[src/sv/lctd_pkg.sv]
`default_nettype none

package lctd_pkg;

    // Biased local time word: standard or summer time plus two days, never negative
    localparam int U_W = 33;

    // Two days of bias keep the lowest local time above zero
    localparam logic [U_W-1:0] BIAS_SECS   = 33'd172800;
    localparam logic [U_W-1:0] SUMMER_SECS = 33'd3600;
    localparam logic [17:0]    SECS_PER_MIN = 18'd60;

    typedef enum logic [2:0] {
        REG_OFFSET_MINUTES   = 3'd0,
        REG_DST_ENABLE       = 3'd1,
        REG_DST_START_MONTH  = 3'd2,
        REG_DST_STOP_MONTH   = 3'd3,
        REG_START_MONTH_DAYS = 3'd4,
        REG_STOP_MONTH_DAYS  = 3'd5,
        REG_SWITCH_HOUR      = 3'd6,
        REG_UNUSED           = 3'd7
    } lctd_reg_idx_t;

    typedef struct packed {
        logic [11:0] year;
        logic [3:0]  month;
        logic [4:0]  day;
        logic [4:0]  hour;
        logic [5:0]  minute;
        logic [5:0]  second;
        logic [2:0]  wday;
    } lctd_civil_t;

    typedef struct packed {
        logic       enable;
        logic [3:0] start_month;
        logic [3:0] stop_month;
        logic [4:0] start_days;
        logic [4:0] stop_days;
        logic [4:0] switch_hour;
    } lctd_dst_cfg_t;

endpackage

`default_nettype wire

[src/sv/lctd_civil.sv]
`default_nettype none

module lctd_civil
    import lctd_pkg::*;
(
    input  wire logic              clk,
    input  wire logic              rst_n,
    input  wire logic              en,
    input  wire logic              in_valid,
    input  wire logic [U_W-1:0]    in_u,
    output logic                   out_valid,
    output lctd_civil_t            out_civ
);

    // Exact reciprocals: floor(x / D) = (x * M) >> K over the whole input range
    localparam logic [26:0] M_DAY  = 27'(((64'd1 << 36) + 64'd674) / 64'd675);
    localparam logic [17:0] M_WEEK = 18'(((64'd1 << 20) + 64'd6) / 64'd7);
    localparam logic [17:0] M_MINS = 18'(((64'd1 << 23) + 64'd59) / 64'd60);
    localparam logic [11:0] M_HRS  = 12'(((64'd1 << 17) + 64'd59) / 64'd60);
    localparam logic [18:0] M_1460 = 19'(((64'd1 << 29) + 64'd1459) / 64'd1460);
    localparam logic [18:0] M_365  = 19'(((64'd1 << 27) + 64'd364) / 64'd365);

    // Day of year, counted from 1 March, at which each month begins
    localparam logic [8:0] MONTH_START [12] = '{
        9'd0,   9'd31,  9'd61,  9'd92,  9'd122, 9'd153,
        9'd184, 9'd214, 9'd245, 9'd275, 9'd306, 9'd337
    };

    localparam logic [19:0] DAYS_TO_0300  = 20'd719466;  // epoch shift minus bias days
    localparam logic [19:0] ERA4_START    = 20'd584388;
    localparam logic [19:0] ERA5_START    = 20'd730485;

    logic [8:0] v_reg;

    // stage 1
    logic [U_W-1:0] s1_u_reg;
    logic [52:0]    s1_p_reg;
    // stage 2
    logic [16:0]    s2_qd_reg, s2_qd_next;
    logic [16:0]    s2_sod_reg, s2_sod_next;
    // stage 3
    logic [17:0]    s3_doe_reg, s3_doe_next;
    logic           s3_era5_reg, s3_era5_next;
    logic [16:0]    s3_wdx_reg, s3_wdx_next;
    logic [34:0]    s3_pw_reg, s3_pw_next;
    logic [16:0]    s3_sod_reg;
    logic [34:0]    s3_pm_reg, s3_pm_next;
    // stage 4
    logic [17:0]    s4_doe_reg;
    logic           s4_era5_reg;
    logic [2:0]     s4_wd_reg, s4_wd_next;
    logic [10:0]    s4_mt_reg, s4_mt_next;
    logic [5:0]     s4_sec_reg, s4_sec_next;
    logic [36:0]    s4_p1460_reg, s4_p1460_next;
    logic [2:0]     s4_cent_reg, s4_cent_next;
    logic           s4_last_reg, s4_last_next;
    // stage 5
    logic [17:0]    s5_doe_reg;
    logic           s5_era5_reg;
    logic [2:0]     s5_wd_reg;
    logic [10:0]    s5_mt_reg;
    logic [5:0]     s5_sec_reg;
    logic [17:0]    s5_a_reg, s5_a_next;
    logic [22:0]    s5_ph_reg, s5_ph_next;
    // stage 6
    logic [17:0]    s6_doe_reg;
    logic           s6_era5_reg;
    logic [2:0]     s6_wd_reg;
    logic [4:0]     s6_hour_reg, s6_hour_next;
    logic [5:0]     s6_min_reg, s6_min_next;
    logic [5:0]     s6_sec_reg;
    logic [36:0]    s6_py_reg, s6_py_next;
    // stage 7
    logic [8:0]     s7_yoe_reg, s7_yoe_next;
    logic [8:0]     s7_doy_reg, s7_doy_next;
    logic           s7_era5_reg;
    logic [2:0]     s7_wd_reg;
    logic [4:0]     s7_hour_reg;
    logic [5:0]     s7_min_reg;
    logic [5:0]     s7_sec_reg;
    // stage 8
    logic [3:0]     s8_mp_reg, s8_mp_next;
    logic [8:0]     s8_doy_reg;
    logic [8:0]     s8_yoe_reg;
    logic           s8_era5_reg;
    logic [2:0]     s8_wd_reg;
    logic [4:0]     s8_hour_reg;
    logic [5:0]     s8_min_reg;
    logic [5:0]     s8_sec_reg;
    // stage 9
    lctd_civil_t    s9_civ_reg, s9_civ_next;

    always_ff @(posedge clk or negedge rst_n)
    begin
        if (!rst_n)
        begin
            v_reg <= '0;
        end
        else if (en)
        begin
            v_reg <= {v_reg[7:0], in_valid};
        end
    end

    // Days since the biased start and second of day: divide by 128 * 675
    always_comb
    begin
        logic [26:0] qd_x;
        logic [25:0] rem;
        s2_qd_next  = s1_p_reg[52:36];
        qd_x        = 27'(s2_qd_next) * 27'd675;
        rem         = 26'(27'(s1_u_reg[U_W-1:7]) - qd_x);
        s2_sod_next = {rem[9:0], s1_u_reg[6:0]};
    end

    always_comb
    begin
        logic [19:0] z;
        z            = 20'(s2_qd_reg) + DAYS_TO_0300;
        s3_era5_next = (z >= ERA5_START);
        s3_doe_next  = 18'(z - (s3_era5_next ? ERA5_START : ERA4_START));
        s3_wdx_next  = s2_qd_reg + 17'd2;
        s3_pw_next   = 35'(s3_wdx_next) * 35'(M_WEEK);
        s3_pm_next   = 35'(s2_sod_reg) * 35'(M_MINS);
    end

    always_comb
    begin
        logic [16:0] wq7;
        logic [16:0] mt60;
        wq7           = 17'(s3_pw_reg[34:20]) * 17'd7;
        s4_wd_next    = 3'(s3_wdx_reg - wq7);
        s4_mt_next    = s3_pm_reg[33:23];
        mt60          = 17'(s4_mt_next) * 17'd60;
        s4_sec_next   = 6'(s3_sod_reg - mt60);
        s4_p1460_next = 37'(s3_doe_reg) * 37'(M_1460);
        s4_cent_next  = 3'(s3_doe_reg >= 18'd36524) + 3'(s3_doe_reg >= 18'd73048)
                      + 3'(s3_doe_reg >= 18'd109572) + 3'(s3_doe_reg >= 18'd146096);
        s4_last_next  = (s3_doe_reg == 18'd146096);
    end

    always_comb
    begin
        s5_a_next  = s4_doe_reg - 18'(s4_p1460_reg[36:29]) + 18'(s4_cent_reg)
                   - 18'(s4_last_reg);
        s5_ph_next = 23'(s4_mt_reg) * 23'(M_HRS);
    end

    always_comb
    begin
        logic [10:0] hr60;
        s6_py_next   = 37'(s5_a_reg) * 37'(M_365);
        s6_hour_next = s5_ph_reg[21:17];
        hr60         = 11'(s6_hour_next) * 11'd60;
        s6_min_next  = 6'(s5_mt_reg - hr60);
    end

    always_comb
    begin
        logic [1:0]  c100;
        logic [17:0] ydays;
        s7_yoe_next = s6_py_reg[35:27];
        c100        = 2'(s7_yoe_next >= 9'd100) + 2'(s7_yoe_next >= 9'd200)
                    + 2'(s7_yoe_next >= 9'd300);
        ydays       = 18'(s7_yoe_next) * 18'd365 + 18'(s7_yoe_next[8:2]) - 18'(c100);
        s7_doy_next = 9'(s6_doe_reg - ydays);
    end

    always_comb
    begin
        s8_mp_next = '0;
        for (int k = 1; k < 12; k++)
        begin
            s8_mp_next = s8_mp_next + 4'(s7_doy_reg >= MONTH_START[k]);
        end
    end

    // Months counted from March: January and February belong to the next year
    always_comb
    begin
        logic jan_feb;
        jan_feb            = (s8_mp_reg >= 4'd10);
        s9_civ_next.day    = 5'(s8_doy_reg - MONTH_START[s8_mp_reg] + 9'd1);
        s9_civ_next.month  = jan_feb ? s8_mp_reg - 4'd9 : s8_mp_reg + 4'd3;
        s9_civ_next.year   = (s8_era5_reg ? 12'd2000 : 12'd1600) + 12'(s8_yoe_reg)
                           + 12'(jan_feb);
        s9_civ_next.hour   = s8_hour_reg;
        s9_civ_next.minute = s8_min_reg;
        s9_civ_next.second = s8_sec_reg;
        s9_civ_next.wday   = s8_wd_reg;
    end

    always_ff @(posedge clk)
    begin
        if (en)
        begin
            s1_u_reg     <= in_u;
            s1_p_reg     <= 53'(in_u[U_W-1:7]) * 53'(M_DAY);

            s2_qd_reg    <= s2_qd_next;
            s2_sod_reg   <= s2_sod_next;

            s3_doe_reg   <= s3_doe_next;
            s3_era5_reg  <= s3_era5_next;
            s3_wdx_reg   <= s3_wdx_next;
            s3_pw_reg    <= s3_pw_next;
            s3_sod_reg   <= s2_sod_reg;
            s3_pm_reg    <= s3_pm_next;

            s4_doe_reg   <= s3_doe_reg;
            s4_era5_reg  <= s3_era5_reg;
            s4_wd_reg    <= s4_wd_next;
            s4_mt_reg    <= s4_mt_next;
            s4_sec_reg   <= s4_sec_next;
            s4_p1460_reg <= s4_p1460_next;
            s4_cent_reg  <= s4_cent_next;
            s4_last_reg  <= s4_last_next;

            s5_doe_reg   <= s4_doe_reg;
            s5_era5_reg  <= s4_era5_reg;
            s5_wd_reg    <= s4_wd_reg;
            s5_mt_reg    <= s4_mt_reg;
            s5_sec_reg   <= s4_sec_reg;
            s5_a_reg     <= s5_a_next;
            s5_ph_reg    <= s5_ph_next;

            s6_doe_reg   <= s5_doe_reg;
            s6_era5_reg  <= s5_era5_reg;
            s6_wd_reg    <= s5_wd_reg;
            s6_hour_reg  <= s6_hour_next;
            s6_min_reg   <= s6_min_next;
            s6_sec_reg   <= s5_sec_reg;
            s6_py_reg    <= s6_py_next;

            s7_yoe_reg   <= s7_yoe_next;
            s7_doy_reg   <= s7_doy_next;
            s7_era5_reg  <= s6_era5_reg;
            s7_wd_reg    <= s6_wd_reg;
            s7_hour_reg  <= s6_hour_reg;
            s7_min_reg   <= s6_min_reg;
            s7_sec_reg   <= s6_sec_reg;

            s8_mp_reg    <= s8_mp_next;
            s8_doy_reg   <= s7_doy_reg;
            s8_yoe_reg   <= s7_yoe_reg;
            s8_era5_reg  <= s7_era5_reg;
            s8_wd_reg    <= s7_wd_reg;
            s8_hour_reg  <= s7_hour_reg;
            s8_min_reg   <= s7_min_reg;
            s8_sec_reg   <= s7_sec_reg;

            s9_civ_reg   <= s9_civ_next;
        end
    end

    assign out_valid = v_reg[8];
    assign out_civ   = s9_civ_reg;

endmodule

`default_nettype wire

[src/sv/lctd_dst.sv]
`default_nettype none

module lctd_dst
    import lctd_pkg::*;
(
    input  wire logic          clk,
    input  wire logic          rst_n,
    input  wire logic          en,
    input  wire lctd_dst_cfg_t cfg,
    input  wire logic          in_valid,
    input  wire lctd_civil_t   civ_std,
    input  wire lctd_civil_t   civ_sum,
    output logic               out_valid,
    output logic               out_summer,
    output lctd_civil_t        out_civ
);

    // Last Sunday from the month length register; a short length may wrap below zero
    function automatic logic [7:0] last_sunday(logic [4:0] day, logic [2:0] wd,
                                               logic [4:0] mdays);
        logic [5:0] ns;
        logic [5:0] diff;
        logic [5:0] add7;
        logic [7:0] ls;
        ns = 6'(day) + 6'd7 - 6'(wd);
        if (ns <= 6'(mdays))
        begin
            diff = 6'(mdays) - ns;
            if (diff >= 6'd28)
                add7 = 6'd28;
            else if (diff >= 6'd21)
                add7 = 6'd21;
            else if (diff >= 6'd14)
                add7 = 6'd14;
            else if (diff >= 6'd7)
                add7 = 6'd7;
            else
                add7 = 6'd0;
            ls = 8'(ns + add7);
        end
        else
        begin
            ls = 8'(ns) - 8'd7;
        end
        return ls;
    endfunction

    logic        v_reg;
    logic [7:0]  ls_start_reg;
    logic [7:0]  ls_stop_reg;
    lctd_civil_t std_reg;
    lctd_civil_t sum_reg;

    always_ff @(posedge clk or negedge rst_n)
    begin
        if (!rst_n)
        begin
            v_reg <= 1'b0;
        end
        else if (en)
        begin
            v_reg <= in_valid;
        end
    end

    always_ff @(posedge clk)
    begin
        if (en)
        begin
            ls_start_reg <= last_sunday(civ_std.day, civ_std.wday, cfg.start_days);
            ls_stop_reg  <= last_sunday(civ_std.day, civ_std.wday, cfg.stop_days);
            std_reg      <= civ_std;
            sum_reg      <= civ_sum;
        end
    end

    always_comb
    begin
        logic [7:0] day8;
        logic       hour_on;
        day8    = 8'(std_reg.day);
        hour_on = (std_reg.hour >= cfg.switch_hour);
        if (!cfg.enable)
            out_summer = 1'b0;
        else if (std_reg.month < cfg.start_month || std_reg.month > cfg.stop_month)
            out_summer = 1'b0;
        else if (std_reg.month == cfg.start_month)
            out_summer = (day8 > ls_start_reg) || (day8 == ls_start_reg && hour_on);
        else if (std_reg.month == cfg.stop_month)
            out_summer = (day8 < ls_stop_reg) || (day8 == ls_stop_reg && !hour_on);
        else
            out_summer = 1'b1;
    end

    assign out_valid = v_reg;
    assign out_civ   = out_summer ? sum_reg : std_reg;

endmodule

`default_nettype wire

[src/sv/local_calendar_time_with_dst_top.sv]
`default_nettype none

// Channel   Direction  Handshake             Payload
// --------  ---------  --------------------  ---------------------------------------
// input     in         in_valid / in_ready   utc_seconds
// output    out        out_valid / out_ready year, month, day, hour, minute, second,
//                                            date_word, time_word, summer_flag
// config    in         cfg_we (no wait)      cfg_index, cfg_data
//
// One transaction per cycle sustained while out_ready keeps the output from stalling.
// Input reaches the output through one entry stage, the civil-date pipeline of nine
// stages of constant reciprocal multiplies, one last-Sunday stage and the output register.
// Reset clears all valid bits and loads the register reset values; no sweep needed.
// A stall on the output freezes every stage at once, so in_ready follows out_ready
// whenever the output register is full.

module local_calendar_time_with_dst_top
    import lctd_pkg::*;
(
    input  wire logic        clk,
    input  wire logic        rst_n,

    input  wire logic        cfg_we,
    input  wire logic [2:0]  cfg_index,
    input  wire logic [11:0] cfg_data,

    input  wire logic        in_valid,
    output logic             in_ready,
    input  wire logic [31:0] utc_seconds,

    output logic             out_valid,
    input  wire logic        out_ready,
    output logic [11:0]      year,
    output logic [3:0]       month,
    output logic [4:0]       day,
    output logic [4:0]       hour,
    output logic [5:0]       minute,
    output logic [5:0]       second,
    output logic [15:0]      date_word,
    output logic [15:0]      time_word,
    output logic             summer_flag
);

    // ---------------------------------------------------------------------------
    // Configuration registers
    // ---------------------------------------------------------------------------
    logic signed [11:0] offset_minutes_reg;
    lctd_dst_cfg_t      dst_cfg_reg;

    always_ff @(posedge clk or negedge rst_n)
    begin
        if (!rst_n)
        begin
            offset_minutes_reg      <= '0;
            dst_cfg_reg.enable      <= 1'b0;
            dst_cfg_reg.start_month <= 4'd3;
            dst_cfg_reg.stop_month  <= 4'd10;
            dst_cfg_reg.start_days  <= 5'd31;
            dst_cfg_reg.stop_days   <= 5'd31;
            dst_cfg_reg.switch_hour <= 5'd1;
        end
        else if (cfg_we)
        begin
            case (lctd_reg_idx_t'(cfg_index))
                REG_OFFSET_MINUTES:   offset_minutes_reg      <= cfg_data;
                REG_DST_ENABLE:       dst_cfg_reg.enable      <= cfg_data[0];
                REG_DST_START_MONTH:  dst_cfg_reg.start_month <= cfg_data[3:0];
                REG_DST_STOP_MONTH:   dst_cfg_reg.stop_month  <= cfg_data[3:0];
                REG_START_MONTH_DAYS: dst_cfg_reg.start_days  <= cfg_data[4:0];
                REG_STOP_MONTH_DAYS:  dst_cfg_reg.stop_days   <= cfg_data[4:0];
                REG_SWITCH_HOUR:      dst_cfg_reg.switch_hour <= cfg_data[4:0];
                default:              ;
            endcase
        end
    end

    // ---------------------------------------------------------------------------
    // Pipeline advance: everything moves unless the output register is held
    // ---------------------------------------------------------------------------
    logic out_valid_reg;
    logic en;

    assign en       = !out_valid_reg || out_ready;
    assign in_ready = en;

    // ---------------------------------------------------------------------------
    // Entry stage: standard local time and the same plus one hour, both biased
    // by two days so the civil pipelines only ever see non-negative values
    // ---------------------------------------------------------------------------
    logic signed [17:0] off_secs;
    logic [U_W-1:0]     u_std_next;
    logic               v0_reg;
    logic [U_W-1:0]     u_std_reg;
    logic [U_W-1:0]     u_sum_reg;

    always_comb
    begin
        off_secs   = 18'(offset_minutes_reg) * $signed(SECS_PER_MIN);
        u_std_next = 33'(utc_seconds) + 33'(off_secs) + BIAS_SECS;
    end

    always_ff @(posedge clk or negedge rst_n)
    begin
        if (!rst_n)
        begin
            v0_reg <= 1'b0;
        end
        else if (en)
        begin
            v0_reg <= in_valid;
        end
    end

    always_ff @(posedge clk)
    begin
        if (en)
        begin
            u_std_reg <= u_std_next;
            u_sum_reg <= u_std_next + SUMMER_SECS;
        end
    end

    // ---------------------------------------------------------------------------
    // Two civil converters side by side: standard time feeds the summer rule,
    // the shifted copy is ready in case the rule says summer
    // ---------------------------------------------------------------------------
    logic        civ_std_v;
    logic        civ_sum_v;
    lctd_civil_t civ_std;
    lctd_civil_t civ_sum;

    lctd_civil u_civil_std (
        .clk       (clk),
        .rst_n     (rst_n),
        .en        (en),
        .in_valid  (v0_reg),
        .in_u      (u_std_reg),
        .out_valid (civ_std_v),
        .out_civ   (civ_std)
    );

    lctd_civil u_civil_sum (
        .clk       (clk),
        .rst_n     (rst_n),
        .en        (en),
        .in_valid  (v0_reg),
        .in_u      (u_sum_reg),
        .out_valid (civ_sum_v),
        .out_civ   (civ_sum)
    );

    // ---------------------------------------------------------------------------
    // Last-Sunday rule and selection of the matching conversion
    // ---------------------------------------------------------------------------
    logic        sel_v;
    logic        sel_summer;
    lctd_civil_t sel_civ;

    lctd_dst u_dst (
        .clk        (clk),
        .rst_n      (rst_n),
        .en         (en),
        .cfg        (dst_cfg_reg),
        .in_valid   (civ_std_v && civ_sum_v),
        .civ_std    (civ_std),
        .civ_sum    (civ_sum),
        .out_valid  (sel_v),
        .out_summer (sel_summer),
        .out_civ    (sel_civ)
    );

    // ---------------------------------------------------------------------------
    // Output register
    // ---------------------------------------------------------------------------
    lctd_civil_t out_civ_reg;
    logic        summer_reg;

    always_ff @(posedge clk or negedge rst_n)
    begin
        if (!rst_n)
        begin
            out_valid_reg <= 1'b0;
        end
        else if (en)
        begin
            out_valid_reg <= sel_v;
        end
    end

    always_ff @(posedge clk)
    begin
        if (en)
        begin
            out_civ_reg <= sel_civ;
            summer_reg  <= sel_summer;
        end
    end

    assign out_valid   = out_valid_reg;
    assign year        = out_civ_reg.year;
    assign month       = out_civ_reg.month;
    assign day         = out_civ_reg.day;
    assign hour        = out_civ_reg.hour;
    assign minute      = out_civ_reg.minute;
    assign second      = out_civ_reg.second;
    assign date_word   = {4'd0, out_civ_reg.month, 3'd0, out_civ_reg.day};
    assign time_word   = {3'd0, out_civ_reg.hour, 2'd0, out_civ_reg.minute};
    assign summer_flag = summer_reg;

`ifndef SYNTHESIS
    // Both converters share one valid chain in spirit; they must never drift apart
    a_conv_aligned: assert property (@(posedge clk) disable iff (!rst_n)
        civ_std_v == civ_sum_v)
        else $error("civil converters out of step");

    // Any biased input word must land on a legal calendar date and time of day
    a_out_legal: assert property (@(posedge clk) disable iff (!rst_n)
        out_valid_reg |-> (out_civ_reg.month >= 4'd1 && out_civ_reg.month <= 4'd12
                           && out_civ_reg.day >= 5'd1 && out_civ_reg.hour <= 5'd23
                           && out_civ_reg.minute <= 6'd59 && out_civ_reg.second <= 6'd59))
        else $error("illegal calendar fields at output");
`endif

endmodule

`default_nettype wire

[config.mk]
export PLATFORM = sky130hd
export DESIGN_NAME = local_calendar_time_with_dst_top
export DESIGN_NICKNAME = d
export VERILOG_FILES = /design/src/sv/lctd_pkg.sv /design/src/sv/lctd_civil.sv /design/src/sv/lctd_dst.sv /design/src/sv/local_calendar_time_with_dst_top.sv
export SDC_FILE = /design/constraint.sdc
export NUM_CORES = 2
export LEC_CHECK = 0
export BUFFER_PORTS_ARGS = -buffer_cell sky130_fd_sc_hd__buf_4
export CORE_MARGIN = 10
export CORE_UTILIZATION = 40
export DETAILED_ROUTE_END_ITERATION = 10
export HOLD_SLACK_MARGIN = 0.02
export MAX_ROUTING_LAYER = met4
export PLACE_DENSITY = 0.57
export SYNTH_ARGS = -nofsm -noshare
export SYNTH_HDL_FRONTEND = slang
export SYNTH_HIERARCHICAL = 1
export SYNTH_SLANG_ARGS = --single-unit
[constraint.sdc]
create_clock -name clk -period 66.9 [get_ports clk]
set_input_delay 13.38 -clock clk [delete_from_list [all_inputs] [get_ports clk]]
set_output_delay 13.38 -clock clk [all_outputs]
set_load 0.01 [all_outputs]
==> summary.md <==
| Metric | Value |
|---|---|
| Root buf cell | `clkbuf_16` |
| Final net count | `11901` |
| Critical Path AT | `roughly 14 ns` |
| Cts hold-fix bufs | `0` |
| CP endpoint kind | `primary output` |
| Post-CTS setup buffer count | `0` |
| First-pass detailed-route iteration total | `5` |
| Die Footprint | `269000 um2` |
| Clk_skew | `about 0.073 ns` |
| Number of synthesis warnings | `6` |
| CORE AREA | `248000 um2` |
| Vias in the first global route | `~63000` |
| Layout cells sized above 1 | `0.0594` |
| Total number of vias | `a little under 60000` |
| Setup_tns | `0 ns` |
| I/O Pins | `125` |
| Avg Cell Area, Syn | `11.7 um2` |
| Area Overhead vs Synth | `8.62%` |
| Final Hold Vio Count | `0` |
| Reg clk slew, reported paths | `approximately 0.060 ns` |
| GPL Wtd Cong | `approximately 0.88` |
| Largest register FFs | `41` |
| Antenna Violating Nets Remaining | `0` |
| Initial antenna violation count | `6` |
| CTS tree | `done` |
| Min-Delay Path Class | `reg2reg` |
| Skew-Pair Late Insertion Delay | `0.77 ns` |
| Slew Viols, Final | `0` |
| Relative slew slack | `0.294` |
| Least-Margin Pin Slew | `about 1.1 ns` |
| Routed WL per cell | `about 17 um` |
| IO Port Bufs | `between 100 and 150` |
| PostCTS Resize Cnt | `0` |
| Routed wire length | `approximately 200000 um` |
| GRT overflow | `0` |
| GRT Total Usage | `0.155` |
| Critical Path RT | `53.52 ns` |
| Die Width | `519 um` |
| Pin count of the biggest net entering global routing | `180` |
| Rows | `183` |
| Routed vias/inst | `just under 5` |
| H-tree lvl count | `3` |
| Syn Inst Count | `~8500` |
| Dpl hpwl | `roughly 160000 um` |
| Number of CTS-inserted buffers | `109` |
| # setup viols final | `0` |
| Type of the worst setup path | `in2out` |
| Status | `completed` |
| Cell Count, Final, Fillers Out | `12143` |
| CP Max Fanout | `60` |
| Storage element area | `approximately 29000 um2` |
| Fillers | `between 20000 and 25000` |
| # DRC | `0` |
| Startpoint Class | `primary input` |
| Max-cap violations | `0` |
| Final period utilization | `0.415` |
| Placed Cells | `about 12000` |
| Post-Syn Area | `between 90000 and 100000 um2` |
| Drt initial violations | `between 2000 and 2500` |
| CTS sink cnt | `960` |
| Initial core utilization | `0.401` |
| FMAX | `around 36 MHz` |
| Area used by multi-input combinational logic | `62800 um2` |
| Min Clock Period, post-route | `roughly 28 ns` |
| Wire length of the first global-routing pass | `331000 um` |
| RSZ-0062 raised after global routing | `false` |
| CTS Buffer Depth | `3` |
| Die Span Y | `around 520 um` |
## path summary, 6_finish.rpt
path	startpoint	endpoint	slack [ns]	cells past startpoint
setup / recovery	out_ready	in_ready	39.14	3
hold / removal	u_civil_sum/s1_u_reg[2]	u_civil_sum/s2_sod_reg[2]	0.38	0
setup reg to reg	offset_minutes_reg[1]	u_sum_reg[31]	58.53	28
hold reg to reg	u_civil_sum/s1_u_reg[2]	u_civil_sum/s2_sod_reg[2]	0.38	0
max in group asynchronous	rst_n	offset_minutes_reg[11]	53.52	1
min in group asynchronous	rst_n	dst_cfg_reg[1]	12.75	1
## layout make-up
class | count | share of cell area
Multi-Input combinational cell | 5447 | 0.581
Sequential cell | 960 | 0.264
Inverter | 2050 | 0.0712
Tap cell | 3330 | 0.0385
Clock buffer | 132 | 0.0271
Timing Repair Buffer | 147 | 0.0103
Clock inverter | 75 | 0.00730
Antenna cell | 2 | 0.0000463
## stage by stage
step / area (um2) / setup WS, ns / utilization / hold WS, ns
3_5_place_dp: 104000 / 39.10 / 0.421 / 0.405
4_1_cts: 108000 / 39.10 / 0.436 / 0.371
3_3_place_gp: 104000 / 39.11 / 0.421 / 0.400
5_1_grt: 108000 / 39.05 / 0.436 / 0.401
6_report: 108000 / 39.14 / 0.436 / 0.379
2_1_floorplan: 99600 / 18.50 / - / 0.400
## per-layer routing
metal	wire (um)	share of wire	GRT usage	up-vias
met1	91700	0.46	0.199	28857
met4	3000	0.015	0.0264	0
met5	0	0	-	-
met3	6110	0.030	0.0184	185
li1	-	-	-	28620
met2	99700	0.50	0.265	645
## worst max-delay path, stage by stage
cell      delay, ns
buf_4          0.08
nand2b_4       0.60
buf_4          0.25
## layout by cell type (no fill, tap or decap), drive strengths merged, types with 23 or more instances in the layout
cell type,n
clkbuf,132
nand2,204
nand2b,40
inv,2064
a211oi,38
o21ai,173
xnor2,307
dfrtp,42
o21bai,41
xor2,122
clkinv,42
o21a,58
nor2,183
nor2b,38
fa,1062
nand3,95
buf,147
a21o,136
o211ai,23
a31oi,33
and3,31
a21oi,275
edfxtp,903
mux2,90
nand4,53
nor3,67
ha,2072
Power is not shown: default switching activity piles up to over one toggle a cycle in this logic, so the estimate is an artifact.
